File: src/design/vmb_pkg.sv
// shared types, constants and helpers of the vu meter ballistics block
package vmb_pkg;

  // field and state widths
  localparam int SAMPLE_BITS = 24;
  localparam int GROUP_SIZE  = 4;
  localparam int GROUP_LOG2  = $clog2(GROUP_SIZE);
  localparam int PHASE_W     = GROUP_LOG2;
  localparam int STATE_FRAC  = 38;
  localparam int STAGE_W     = 42;
  localparam int DIFF_W      = 44;
  localparam int MAG_W       = DIFF_W - 1;
  localparam int SUM_W       = 47;
  localparam int WEIGHT_W    = 32;
  localparam int GAIN_W      = 16;
  localparam int LEVEL_W     = 25;
  localparam int CMD_W       = 2;
  localparam int CFG_IDX_W   = 1;
  localparam int CFG_DATA_W  = 32;

  // serial multiplier sizing
  localparam int MPLIER_W    = WEIGHT_W;
  localparam int ACC_W       = MAG_W + 1;
  localparam int LEN_W       = $clog2(MPLIER_W + 1);
  localparam int TAIL_W      = GROUP_LOG2;

  // sample alignment and level rounding
  localparam int RECT_SHIFT  = STATE_FRAC + 1 - SAMPLE_BITS;
  localparam int RECT_W      = SAMPLE_BITS + RECT_SHIFT;
  localparam int LEVEL_SHIFT = 29 - GAIN_W;

  localparam logic [WEIGHT_W-1:0] WEIGHT_RESET = WEIGHT_W'(993212);
  localparam logic [GAIN_W-1:0]   GAIN_RESET   = GAIN_W'(38609);
  localparam logic [LEVEL_W-1:0]  LEVEL_MAX    = '1;

  localparam logic signed [STAGE_W-1:0] STAGE_MAX = {1'b0, {(STAGE_W-1){1'b1}}};
  localparam logic signed [STAGE_W-1:0] STAGE_MIN = {1'b1, {(STAGE_W-1){1'b0}}};

  typedef enum logic [CMD_W-1:0] {
    CMD_SAMPLE = 2'd0,
    CMD_READ   = 2'd1,
    CMD_CLEAR  = 2'd2
  } cmd_t;

  typedef enum logic [CFG_IDX_W-1:0] {
    CFG_FILTER_WEIGHT = 1'b0,
    CFG_OUTPUT_GAIN   = 1'b1
  } cfg_idx_t;

  typedef enum logic [3:0] {
    ST_IDLE,
    ST_T1,
    ST_D1,
    ST_MAG1,
    ST_MUL1,
    ST_UPD1,
    ST_D2,
    ST_MAG2,
    ST_MUL2,
    ST_UPD2,
    ST_PEAK,
    ST_RLOAD,
    ST_RMUL,
    ST_LEVEL
  } state_t;

  // request to the serial multiplier
  typedef struct packed {
    logic                start;
    logic [LEN_W-1:0]    len;
    logic [MAG_W-1:0]    mcand;
    logic [MPLIER_W-1:0] mplier;
  } mul_req_t;

  // clamp a widened stage update to the signed stage range
  function automatic logic signed [STAGE_W-1:0] sat_stage(input logic signed [SUM_W-1:0] v);
    logic signed [SUM_W-1:0] hi;
    logic signed [SUM_W-1:0] lo;
    hi = SUM_W'(STAGE_MAX);
    lo = SUM_W'(STAGE_MIN);
    if (v > hi) begin
      sat_stage = STAGE_MAX;
    end else if (v < lo) begin
      sat_stage = STAGE_MIN;
    end else begin
      sat_stage = v[STAGE_W-1:0];
    end
  endfunction

endpackage

File: src/design/vmb_serial_mul.sv
// bit-serial shift-add multiplier, one multiplier bit per cycle, lsb first
module vmb_serial_mul (
  input  logic                         clk,
  input  logic                         rst_n,
  input  vmb_pkg::mul_req_t            req_i,
  output logic                         busy_o,
  output logic [vmb_pkg::ACC_W-1:0]    acc_o,
  output logic [vmb_pkg::TAIL_W-1:0]   tail_o
);
  import vmb_pkg::*;

  logic                busy_r;
  logic [LEN_W-1:0]    cnt_r;
  logic [MAG_W-1:0]    mcand_r;
  logic [MPLIER_W-1:0] mplier_r;
  logic [ACC_W-1:0]    acc_r;
  logic [TAIL_W-1:0]   tail_r;
  logic [ACC_W:0]      sum;

  // partial sum for the current multiplier bit
  assign sum = {1'b0, acc_r} + (mplier_r[0] ? (ACC_W+1)'(mcand_r) : '0);

  // step counter
  always_ff @(posedge clk) begin
    if (!rst_n) begin
      busy_r <= 1'b0;
      cnt_r  <= '0;
    end else if (req_i.start) begin
      busy_r <= 1'b1;
      cnt_r  <= req_i.len;
    end else if (busy_r) begin
      cnt_r <= cnt_r - LEN_W'(1);
      if (cnt_r == LEN_W'(1)) begin
        busy_r <= 1'b0;
      end
    end
  end

  // accumulator shifts right, dropped bits keep the last few in the tail
  always_ff @(posedge clk) begin
    if (req_i.start) begin
      mcand_r  <= req_i.mcand;
      mplier_r <= req_i.mplier;
      acc_r    <= '0;
      tail_r   <= '0;
    end else if (busy_r) begin
      mplier_r <= mplier_r >> 1;
      acc_r    <= sum[ACC_W:1];
      tail_r   <= {sum[0], tail_r[TAIL_W-1:1]};
    end
  end

  assign busy_o = busy_r;
  assign acc_o  = acc_r;
  assign tail_o = tail_r;

endmodule

File: src/design/vu_meter_ballistics_top.sv
// vu meter ballistic filter: two-stage lowpass with held peak and gain on read
//
// One item is processed at a time. An audio sample runs through the first
// stage update (difference, magnitude, serial multiply, update) before the
// next item can be taken; every fourth sample also updates the second stage
// and the held peak. A read forms the level from the held peak and waits
// while the previous level still sits at the output; a clear is done in the
// idle state itself. The bit-serial multiplier steps through the weight bits:
// 32 for each filter stage, 16 for the output gain. The level sits in an
// output register, so samples keep flowing while it waits to be taken.
// Configuration writes are taken at any time and should be made while idle.
module vu_meter_ballistics_top (
  input  logic                                 clk,
  input  logic                                 rst_n,
  input  logic                                 in_valid,
  output logic                                 in_ready,
  input  logic [vmb_pkg::CMD_W-1:0]            in_command,
  input  logic signed [vmb_pkg::SAMPLE_BITS-1:0] in_sample,
  output logic                                 out_valid,
  input  logic                                 out_ready,
  output logic [vmb_pkg::LEVEL_W-1:0]          out_level,
  input  logic                                 cfg_valid,
  output logic                                 cfg_ready,
  input  logic [vmb_pkg::CFG_IDX_W-1:0]        cfg_index,
  input  logic [vmb_pkg::CFG_DATA_W-1:0]       cfg_data
);
  import vmb_pkg::*;

  state_t state_r, state_nxt;

  logic [WEIGHT_W-1:0]       weight_r;
  logic [GAIN_W-1:0]         gain_r;
  logic signed [STAGE_W-1:0] first_r;
  logic signed [STAGE_W-1:0] second_r;
  logic [STAGE_W-1:0]        peak_r;
  logic                      restart_r;
  logic [PHASE_W-1:0]        phase_r;
  logic                      out_valid_r;
  logic [LEVEL_W-1:0]        level_r;

  logic [SAMPLE_BITS-1:0]    mag_r;
  logic signed [DIFF_W-1:0]  t1_r;
  logic signed [DIFF_W-1:0]  d_r;
  logic                      neg_r;

  logic                      accept;
  cmd_t                      cmd;
  logic [SAMPLE_BITS-1:0]    in_mag;
  logic                      out_free;
  logic                      group_end;

  logic signed [DIFF_W-1:0]  rect_ext;
  logic signed [DIFF_W-1:0]  half_ext;
  logic signed [DIFF_W-1:0]  half_fix;
  logic [MAG_W-1:0]          d_abs;

  logic signed [SUM_W-1:0]   p1_ext;
  logic signed [SUM_W-1:0]   p2_ext;
  logic signed [SUM_W-1:0]   first_sum;
  logic signed [SUM_W-1:0]   second_sum;
  logic [STAGE_W-1:0]        peak_base;
  logic                      peak_take;
  logic [ACC_W:0]            lvl_sum;
  logic [ACC_W-LEVEL_SHIFT:0] lvl_full;
  logic [LEVEL_W-1:0]        lvl_sat;

  mul_req_t                  mul_req;
  logic                      mul_busy;
  logic [ACC_W-1:0]          mul_acc;
  logic [TAIL_W-1:0]         mul_tail;

  vmb_serial_mul u_mul (
    .clk    (clk),
    .rst_n  (rst_n),
    .req_i  (mul_req),
    .busy_o (mul_busy),
    .acc_o  (mul_acc),
    .tail_o (mul_tail)
  );

  assign accept    = in_valid && in_ready;
  assign cmd       = cmd_t'(in_command);
  assign out_free  = !out_valid_r || out_ready;
  assign group_end = (phase_r == PHASE_W'(GROUP_SIZE - 1));
  assign cfg_ready = 1'b1;
  assign out_valid = out_valid_r;
  assign out_level = level_r;

  // rectified sample magnitude
  assign in_mag = in_sample[SAMPLE_BITS-1] ? (~in_sample + SAMPLE_BITS'(1)) : in_sample;

  // sample minus half the second stage, halving rounds toward zero
  assign rect_ext = signed'(DIFF_W'({mag_r, {RECT_SHIFT{1'b0}}}));
  assign half_ext = DIFF_W'(second_r >>> 1);
  assign half_fix = signed'(DIFF_W'(second_r[STAGE_W-1] & second_r[0]));

  // magnitude of the difference fed to the multiplier
  assign d_abs = d_r[DIFF_W-1] ? MAG_W'(-d_r) : MAG_W'(d_r);

  // stage updates from the weighted product
  assign p1_ext     = signed'(SUM_W'(mul_acc));
  assign p2_ext     = signed'(SUM_W'({mul_acc, mul_tail}));
  assign first_sum  = neg_r ? (SUM_W'(first_r) - p1_ext) : (SUM_W'(first_r) + p1_ext);
  assign second_sum = neg_r ? (SUM_W'(second_r) - p2_ext) : (SUM_W'(second_r) + p2_ext);

  // peak hold
  assign peak_base = restart_r ? '0 : peak_r;
  assign peak_take = !second_r[STAGE_W-1] && (STAGE_W'(second_r) > peak_base);

  // level rounding and saturation
  assign lvl_sum  = {1'b0, mul_acc} + (ACC_W+1)'(1 << (LEVEL_SHIFT - 1));
  assign lvl_full = lvl_sum[ACC_W:LEVEL_SHIFT];
  assign lvl_sat  = (lvl_full > (ACC_W-LEVEL_SHIFT+1)'(LEVEL_MAX)) ? LEVEL_MAX
                                                                  : LEVEL_W'(lvl_full);

  // next state
  always_comb begin
    state_nxt = state_r;
    unique case (state_r)
      ST_IDLE: begin
        if (in_valid) begin
          case (cmd)
            CMD_SAMPLE: state_nxt = ST_T1;
            CMD_READ:   state_nxt = ST_RLOAD;
            default:    state_nxt = ST_IDLE;
          endcase
        end
      end
      ST_T1:    state_nxt = ST_D1;
      ST_D1:    state_nxt = ST_MAG1;
      ST_MAG1:  state_nxt = ST_MUL1;
      ST_MUL1:  state_nxt = mul_busy ? ST_MUL1 : ST_UPD1;
      ST_UPD1:  state_nxt = group_end ? ST_D2 : ST_IDLE;
      ST_D2:    state_nxt = ST_MAG2;
      ST_MAG2:  state_nxt = ST_MUL2;
      ST_MUL2:  state_nxt = mul_busy ? ST_MUL2 : ST_UPD2;
      ST_UPD2:  state_nxt = ST_PEAK;
      ST_PEAK:  state_nxt = ST_IDLE;
      ST_RLOAD: state_nxt = ST_RMUL;
      ST_RMUL:  state_nxt = mul_busy ? ST_RMUL : ST_LEVEL;
      ST_LEVEL: state_nxt = out_free ? ST_IDLE : ST_LEVEL;
      default:  state_nxt = ST_IDLE;
    endcase
  end

  // state machine outputs
  always_comb begin
    in_ready       = 1'b0;
    mul_req.start  = 1'b0;
    mul_req.len    = LEN_W'(WEIGHT_W);
    mul_req.mcand  = d_abs;
    mul_req.mplier = weight_r;
    unique case (state_r)
      ST_IDLE: in_ready = 1'b1;
      ST_MAG1, ST_MAG2: mul_req.start = 1'b1;
      ST_RLOAD: begin
        mul_req.start  = 1'b1;
        mul_req.len    = LEN_W'(GAIN_W);
        mul_req.mcand  = MAG_W'(peak_r);
        mul_req.mplier = MPLIER_W'(gain_r);
      end
      default: ;
    endcase
  end

  // state register
  always_ff @(posedge clk) begin
    if (!rst_n) begin
      state_r <= ST_IDLE;
    end else begin
      state_r <= state_nxt;
    end
  end

  // configuration registers
  always_ff @(posedge clk) begin
    if (!rst_n) begin
      weight_r <= WEIGHT_RESET;
      gain_r   <= GAIN_RESET;
    end else if (cfg_valid && cfg_ready) begin
      unique case (cfg_idx_t'(cfg_index))
        CFG_FILTER_WEIGHT: weight_r <= cfg_data[WEIGHT_W-1:0];
        CFG_OUTPUT_GAIN:   gain_r   <= cfg_data[GAIN_W-1:0];
        default: ;
      endcase
    end
  end

  // filter state, peak hold and output register
  always_ff @(posedge clk) begin
    if (!rst_n) begin
      first_r     <= '0;
      second_r    <= '0;
      peak_r      <= '0;
      restart_r   <= 1'b1;
      phase_r     <= '0;
      out_valid_r <= 1'b0;
    end else begin
      // a taken level empties the register unless a new level replaces it
      if (out_valid_r && out_ready && (state_r != ST_LEVEL)) begin
        out_valid_r <= 1'b0;
      end
      case (state_r)
        ST_IDLE: begin
          if (accept && (cmd == CMD_CLEAR)) begin
            first_r   <= '0;
            second_r  <= '0;
            peak_r    <= '0;
            restart_r <= 1'b1;
            phase_r   <= '0;
          end
        end
        ST_UPD1: begin
          first_r <= sat_stage(first_sum);
          phase_r <= group_end ? '0 : (phase_r + PHASE_W'(1));
        end
        ST_UPD2: second_r <= sat_stage(second_sum);
        ST_PEAK: begin
          peak_r    <= peak_take ? STAGE_W'(second_r) : peak_base;
          restart_r <= 1'b0;
        end
        ST_LEVEL: begin
          if (out_free) begin
            out_valid_r <= 1'b1;
            restart_r   <= 1'b1;
          end
        end
        default: ;
      endcase
    end
  end

  // working values, no reset needed
  always_ff @(posedge clk) begin
    case (state_r)
      ST_IDLE:  mag_r   <= in_mag;
      ST_T1:    t1_r    <= rect_ext - half_ext - half_fix;
      ST_D1:    d_r     <= t1_r - DIFF_W'(first_r);
      ST_D2:    d_r     <= DIFF_W'(first_r) - DIFF_W'(second_r);
      ST_MAG1, ST_MAG2: neg_r <= d_r[DIFF_W-1];
      ST_LEVEL: begin
        if (out_free) begin
          level_r <= lvl_sat;
        end
      end
      default: ;
    endcase
  end

endmodule

File: config.mk
export PLATFORM = sky130hd
export DESIGN_NAME = vu_meter_ballistics_top
export DESIGN_NICKNAME = d
export VERILOG_FILES = /design/src/design/vmb_pkg.sv /design/src/design/vmb_serial_mul.sv /design/src/design/vu_meter_ballistics_top.sv
export SDC_FILE = /design/constraint.sdc
export NUM_CORES = 2
export LEC_CHECK = 0
export BUFFER_PORTS_ARGS = -buffer_cell sky130_fd_sc_hd__buf_2
export CORE_MARGIN = 4
export CORE_UTILIZATION = 43
export CTS_CLUSTER_SIZE = 20
export DETAILED_ROUTE_END_ITERATION = 12
export PLACE_DENSITY = 0.69
export SYNTH_ARGS = -nofsm -noshare
export SYNTH_HDL_FRONTEND = slang
export SYNTH_SLANG_ARGS = --single-unit
File: constraint.sdc
create_clock -name clk -period 8.2 [get_ports clk]
set_input_delay 0 -clock clk [delete_from_list [all_inputs] [get_ports clk]]
set_output_delay 0 -clock clk [all_outputs]
set_load 0.05 [all_outputs]
# Word level (Yosys, flattened, before mapping)
# Index checks and enable logic that the tools add are counted.
[op_classes]
n_addsub = 14
n_lt_le_gt_ge = 6
eq_ne = 21
mux = 43
bitwise_logic = 3
n_reduce_logical = 25
[op_table]
columns = ["operator", "n"]
rows = [
  ["42-bit 2-to-1 mux", 7],
  ["42-bit one-hot mux with 2 select lines", 3],
  ["47-bit by 42-bit > comparator with 1-bit output, second input constant", 2],
  ["47-bit by 42-bit less-than comparator with 1-bit output, second input constant", 2],
  ["47-bit 2-to-1 mux", 2],
  ["44-bit one-hot mux with 2 select lines", 1],
  ["43-bit 2-to-1 mux", 2],
  ["81-bit 2-to-1 mux", 1],
  ["32-bit 2-to-1 mux", 2],
  ["4-bit one-hot mux with 13 select lines", 1],
  ["42-bit by 47-bit adder with 47-bit output", 1],
  ["42-bit by 47-bit subtractor with 47-bit output", 1],
  ["42-bit by 45-bit adder with 46-bit output", 1],
  ["42-bit by 45-bit subtractor with 46-bit output", 1],
  ["44-bit by 13-bit adder with 45-bit output, second input constant", 1],
  ["44-bit by 45-bit adder with 45-bit output", 1],
  ["44-bit by 42-bit subtractor with 44-bit output", 1],
  ["43-bit negation", 1],
  ["42-bit by 2-bit subtractor with 43-bit output", 1],
  ["42-bit by 42-bit subtractor with 43-bit output", 1],
  ["42-bit > comparator", 1],
  ["40-bit by 41-bit subtractor with 42-bit output", 1],
  ["32-bit by 25-bit > comparator with 1-bit output, second input constant", 1],
  ["24-bit by 2-bit adder with 24-bit output, second input constant", 1],
  ["other kinds (34)", 75],
]
[totals]
reg_bits = 448
out_inout_bits = 28
wordCells = 134

# Depth between registers and ports, before layout
[depth]
depth_word = 6
mapped_depth = 26
ltp_nobuf = 23

# By module
# A second synthesis with hierarchy kept.
[unflattened]
hier_cells = 4625
area_unflattened_um2 = 37201.9
[modules_own_cells]
columns = ["module", "instances", "cells_each", "area_per_inst_um2"]
rows = [
  ["vu_meter_ballistics_top", 1, 3912, 29985.0],
  ["vmb_serial_mul", 1, 713, 7216.9],
]

# Least setup slack after synthesis
# OpenSTA, ideal clock, no wires.
[synth_timing]
path_kind = "reg2reg"
start = "register u_mul.acc_r[1], in the netlist u_mul.acc_o[1]"
end = "register first_r[1]"
setup_ns = 0.137
t_arrival_ns = 5.542
setup_slack_ns = 2.520
path_stages_with_launch = 26
path_buffers = 3
path_cell_list = "dfxtp_1 -> inv_1 -> ha_1 -> nor3b_1 -> and2_1 -> nand2_1 -> nor4b_2 -> and3_1 -> nor3b_1 -> nor2b_1 -> nor2_1 -> xnor2_1 -> ha_1 -> clkbuf_1 -> nand3_1 -> nor2_1 -> nand4b_1 -> o221ai_1 -> a41o_1 -> nor2_1 -> xnor2_1 -> or3_1 -> o31ai_1 -> clkbuf_1 -> clkbuf_1 -> a211oi_1"
[synth_via]
elab_chain_cells = 6
[synth_lines]
columns = ["element", "line_no", "rtl"]
rows = [
  ["start: declaration", "vmb_serial_mul.sv:16", "logic [ACC_W-1:0] acc_r;"],
  ["start signal: assignment", "vmb_serial_mul.sv:48", "acc_r <= sum[ACC_W:1];"],
  ["42-bit by 45-bit adder with 46-bit output / 42-bit by 45-bit subtractor with 46-bit output (equally long branches)", "vu_meter_ballistics_top.sv:103", "assign first_sum = neg_r ? (SUM_W'(first_r) - p1_ext) : (SUM_W'(first_r) + p1_ext);"],
  ["47-bit 2-to-1 mux (*)", "vu_meter_ballistics_top.sv:103", ""],
  ["47-bit by 42-bit less-than comparator with 1-bit output", "vmb_pkg.sv:83", "end else if (v < lo) begin"],
  ["42-bit 2-to-1 mux", "vmb_pkg.sv:83", ""],
  ["42-bit 2-to-1 mux (*)", "vmb_pkg.sv:81", "if (v > hi) begin"],
  ["42-bit one-hot mux with 2 select lines (*)", "vu_meter_ballistics_top.sv:203", "case (state_r)"],
  ["end signal: assignment", "vu_meter_ballistics_top.sv:214", "first_r <= sat_stage(first_sum);"],
  ["end: declaration", "vu_meter_ballistics_top.sv:33", "logic signed [STAGE_W-1:0] first_r;"],
]
# Mark *: on every way between the ends. The rest lies on a longest branch, timed or not.
# A chain may end at the register's enable or synchronous reset.

# Final worst setup path
[layout_timing]
start = "register u_mul.acc_r[0], in the netlist u_mul.acc_o[0]"
end = "register second_r[19]"
[layout_via]
elab_chain_cells = 6
[layout_lines]
columns = ["element", "line_no", "rtl"]
rows = [
  ["42-bit by 47-bit adder with 47-bit output / 42-bit by 47-bit subtractor with 47-bit output (equally long branches)", "vu_meter_ballistics_top.sv:104", "assign second_sum = neg_r ? (SUM_W'(second_r) - p2_ext) : (SUM_W'(second_r) + p2_ext);"],
  ["47-bit 2-to-1 mux (*)", "vu_meter_ballistics_top.sv:104", ""],
  ["47-bit by 42-bit less-than comparator with 1-bit output", "vmb_pkg.sv:83", ""],
  ["42-bit 2-to-1 mux", "vmb_pkg.sv:83", ""],
  ["42-bit 2-to-1 mux (*)", "vmb_pkg.sv:81", ""],
  ["42-bit one-hot mux with 2 select lines (*)", "vu_meter_ballistics_top.sv:203", ""],
  ["end signal: assignment", "vu_meter_ballistics_top.sv:217", "ST_UPD2: second_r <= sat_stage(second_sum);"],
  ["end: declaration", "vu_meter_ballistics_top.sv:34", "logic signed [STAGE_W-1:0] second_r;"],
]
# Marked as above.

==> impl_summary.txt <==
----------------------------------------------------
[STA]
  Final hold violations ... 0
  Period utilization ... 0.8346
  Timing-limited maximum frequency ... 146.1 MHz
  RSZ-0062 raised after global routing ... false
  Minimum setup slack in the final design ... 1.356 ns
  Max-slew violations ... 0
  Worst-margin pin slew ... 1.172 ns
  Layout Skew ... 0.03967 ns
  Sum Neg Setup Slack ... 0 ns
  Post-layout minimum cycle time ... 6.844 ns
  Number of failing setup endpoints in the final timing report ... 0
  Tightest slew margin relative to the limit ... 0.2101

[Logic synthesis]
  Post-Syn Area per Cell ... 8.281 um2
  Unique cell type count in the Yosys netlist ... 80
  Count of state elements after synthesis ... 447
  Area fraction of the dominant cell type after synthesis ... 0.1791
  Post-synth EDFFs ... 212
  Most frequent cells after synthesis ... nand2_1, a21oi_1, ha_1
  Post-synth top flop ... dfxtp_1
  Yosys warning count ... 0
  Mapped cell area ... 35540 um2
  Most common cell in the netlist ... nand2_1
  Portion of the post-synthesis area used by sequential elements ... 0.3115
  Count of mapped cells out of synthesis ... 4292
  Yosys top cell by area ... edfxtp_1
  Asr flop ratio synth ... 0
  Net count after synthesis ... 4698
  Area contributors post-synth ... edfxtp_1, dfxtp_1, ha_1, a21oi_1, xnor2_1

[Global route]
  Met2 usage in global routing ... 0.4121
  Maximum number of pins on one net before global-route repair ... 101
  Vias in the first global route ... 30690
  Total congestion overflow ... 0
  Busiest metal layer after global routing ... met2
  Total routing resource utilization after global routing ... 0.2591
  Met3 Use GR ... 0.04019
  Number of antenna violations at the first check in global routing ... 7
  Global-route wire length before repair ... 177.3 mm
  Met1 Usage GRT ... 0.3594

[Die]
  Number of ports placed on the die boundary ... 92
  Standard cell core area ... 81980 um2
  Starting density of the core ... 0.4335
  Die Outline Area ... 87310 um2
  Die span in y ... 295.5 um
  Die boundary width ... 295.5 um
  Number of placement rows ... 105

[Clock network]
  Clock-pin slew of the registers on the worst-case setup and hold paths ... 0.06 ns
  H-tree depth reported by CTS ... 2
  Clock latency of the later-clocked register in the worst-skew pair ... 0.64 ns
  Largest buffer count on any clock path ... 3
  Number of buffers inserted by post-CTS setup repair ... 0
  CTS tree ... yes
  CTS buffer count ... 51
  Post-cts resize count ... 0
  Clock sink total ... 447
  Master cell of the clock root buffer ... clkbuf_16

[Drt]
  Via density per instance ... 5.933
  Vias post-DR ... 32630
  Final wirelength ... 116.1 mm
  Remaining number of nets flagged by the antenna check after routing ... 0
  Routed length per instance ... 21.10 um
  DR DRC count ... 0
  Iter 0 DRT Violations ... 2812
  Length of the first detailed-routing pass in iterations ... 6

[Cells and area]
  Net count, final ... 4794
  Multi-input gate area ... 22910 um2
  Area Growth Syn to Fin ... 12.16%
  Area of all sequential standard cells ... 11070 um2
  Antenna cell count ... 0
  Post-route cell area ... 39860 um2
  Share of post-route cells with drive strength above 1 ... 0.06343
  Number of fill cells in the layout ... 7863

[Setup path]
  Required time at the worst-slack endpoint ... 8.75 ns
  Slowest cell delay on critical path ... 0.96 ns
  Cell at the slowest stage of the critical path ... a311oi_4
  Critical Setup Path Class ... register to register
  Critical path data arrival time ... 7.39 ns
  Flop2flop setup slack ... 1.36 ns
  Type of destination of the critical path ... register
  Crit Path Max Fanout ... 19
  Crit path max-delay family ... simple AND/OR/NAND/NOR gates
  Sort of element at the start of the critical path ... register
  Cell-by-cell listing of the critical path ... inv_1 -> ha_1 -> nor3b_1 -> and2_1 -> nand2_1 -> nor4b_2 -> buf_4 -> and3_1 -> nor3b_1 -> a21oi_1 -> xnor2_1 -> ha_1 -> nand3_1 -> nor2_1 -> nand4_1 -> a2111oi_0 -> and3b_1 -> o31ai_1 -> a41oi_1 -> xor2_1 -> a311oi_4 -> buf_4 -> a21oi_1 -> o21ai_0
  Critical path buffer and inverter count ... 3

[Placement]
  Pre-CTS WS ... 1.575 ns
  Sum of net half-perimeters after detailed placement ... 89.09 mm
  Total of buffers placed on input and output ports ... 90
  Routability congestion estimate ... 1.022
  Post-placement cell area ... 37000 um2

[Power and ir drop]
  PwrDens ... 267.2 nW/um2
  Overall power of the completed layout ... 0.01065 W
  P_leak ... 16.27 nW
  Worst IR Drop VDD ... 0.2069 mV

[Worst hold path]
  Type of the most critical hold path ... input port to register

[Outcome]
  Result of the run ... complete, no violations

[Job]
  Max Cap Viol ... 0

----------------------------------------------------
layout by cell type, fill, tap and decap left out, types with 27 or more instances in the layout:
| cell | instances |
|---|---|
| ha_1 | 337 |
| edfxtp_1 | 212 |
| o21bai_1 | 40 |
| a21oi_1 | 439 |
| nor3_1 | 53 |
| mux2i_1 | 39 |
| xor2_1 | 164 |
| o31ai_1 | 37 |
| and3_1 | 49 |
| dlygate4sd3_1 | 112 |
| buf_2 | 90 |
| xnor2_1 | 223 |
| inv_1 | 228 |
| a211oi_1 | 63 |
| nor2b_1 | 44 |
| o21ai_0 | 279 |
| o211ai_1 | 27 |
| dfxtp_1 | 234 |
| a31oi_1 | 42 |
| nor2_1 | 263 |
| a21o_1 | 140 |
| nand2_1 | 458 |
| and2_1 | 72 |
| nand3_1 | 97 |
| clkbuf_16 | 53 |
| buf_4 | 49 |
| nand4_1 | 51 |
| a22o_1 | 56 |
| o21a_1 | 47 |
| nand2b_1 | 96 |
final timing paths:
kind	from	end	cells past startpoint
min reg2reg	weight_r[20]	weight_r[20]	2
max reg2reg	u_mul.acc_o[0]	second_r[19]	24
max	u_mul.acc_o[0]	second_r[19]	24
min	in_command[0]	state_r[1]	6
power breakdown:
group / switching (W) / internal [W] / leakage, nW
Sequential: 0.000417 / 0.00270 / 3.86
Clock: 0.00105 / 0.00133 / 0.856
Combinational: 0.00317 / 0.00198 / 11.6
Total: 0.00464 / 0.00601 / 16.3
flip-flops by register name, summed over array words and instances (netlist names), 2 cells and up:
register        cells
d_r                44
first_r            42
gain_r             16
mag_r              24
out_level          25
peak_r             42
phase_r             2
second_r           42
state_r             4
t1_r               43
u_mul.acc_o        44
u_mul.cnt_r         6
u_mul.mcand_r      43
u_mul.mplier_r     32
u_mul.tail_o        2
weight_r           32
final cells by class:
cell class              instances  area share
repair buffers                251     0.04865
clock buffers                  64     0.03632
inverters                     230     0.02166
clock inverters                31    0.007376
well taps                    1070     0.03358
multi-input cells            3407      0.5747
flip-flops and latches        447      0.2777
what timing repair did:
action / in CTS / in global routing
endpoints found under the hold margin: 78 / 0
endpoints found under the setup margin: 0 / 0
hold buffers: 112 / 0
layer usage:
layer	share of wire	vias to the layer above
met2	0.44	1276
met5	0.00022	-
met1	0.44	15460
li1	-	15660
met3	0.085	234
met4	0.038	4
kinds of logic after synthesis:
group	synth area share
xor+xnor	0.09537
simple gates	0.1789
compound gates	0.2344
buf+inv	0.04637
flops	0.3115
other cells	0.0001055
mux	0.01193
fa+ha+maj	0.1215
metrics by stage:
stage / instances / hold WS, ns / utilization
5_1_grt: 5500 / 0.1277 / 0.4863
2_1_floorplan: 4292 / 0.09887 / -
6_report: 5500 / 0.05144 / 0.4863
3_5_place_dp: 5293 / 0.2025 / 0.4513
3_3_place_gp: 5293 / 0.2023 / 0.4513
4_1_cts: 5500 / 0.03034 / 0.4863
worst reg2reg max path, cell delays in order (launching register included):
cell,delay [ns]
dfxtp_1,0.39
inv_1,0.12
ha_1,0.19
nor3b_1,0.37
and2_1,0.23
nand2_1,0.11
nor4b_2,0.27
buf_4,0.21
and3_1,0.30
nor3b_1,0.33
a21oi_1,0.14
xnor2_1,0.21
ha_1,0.43
nand3_1,0.13
nor2_1,0.21
nand4_1,0.14
a2111oi_0,0.36
and3b_1,0.28
o31ai_1,0.43
a41oi_1,0.19
xor2_1,0.23
a311oi_4,0.96
buf_4,0.39
a21oi_1,0.06
o21ai_0,0.10
No activity file was read; power rests on OpenSTA's default activity.
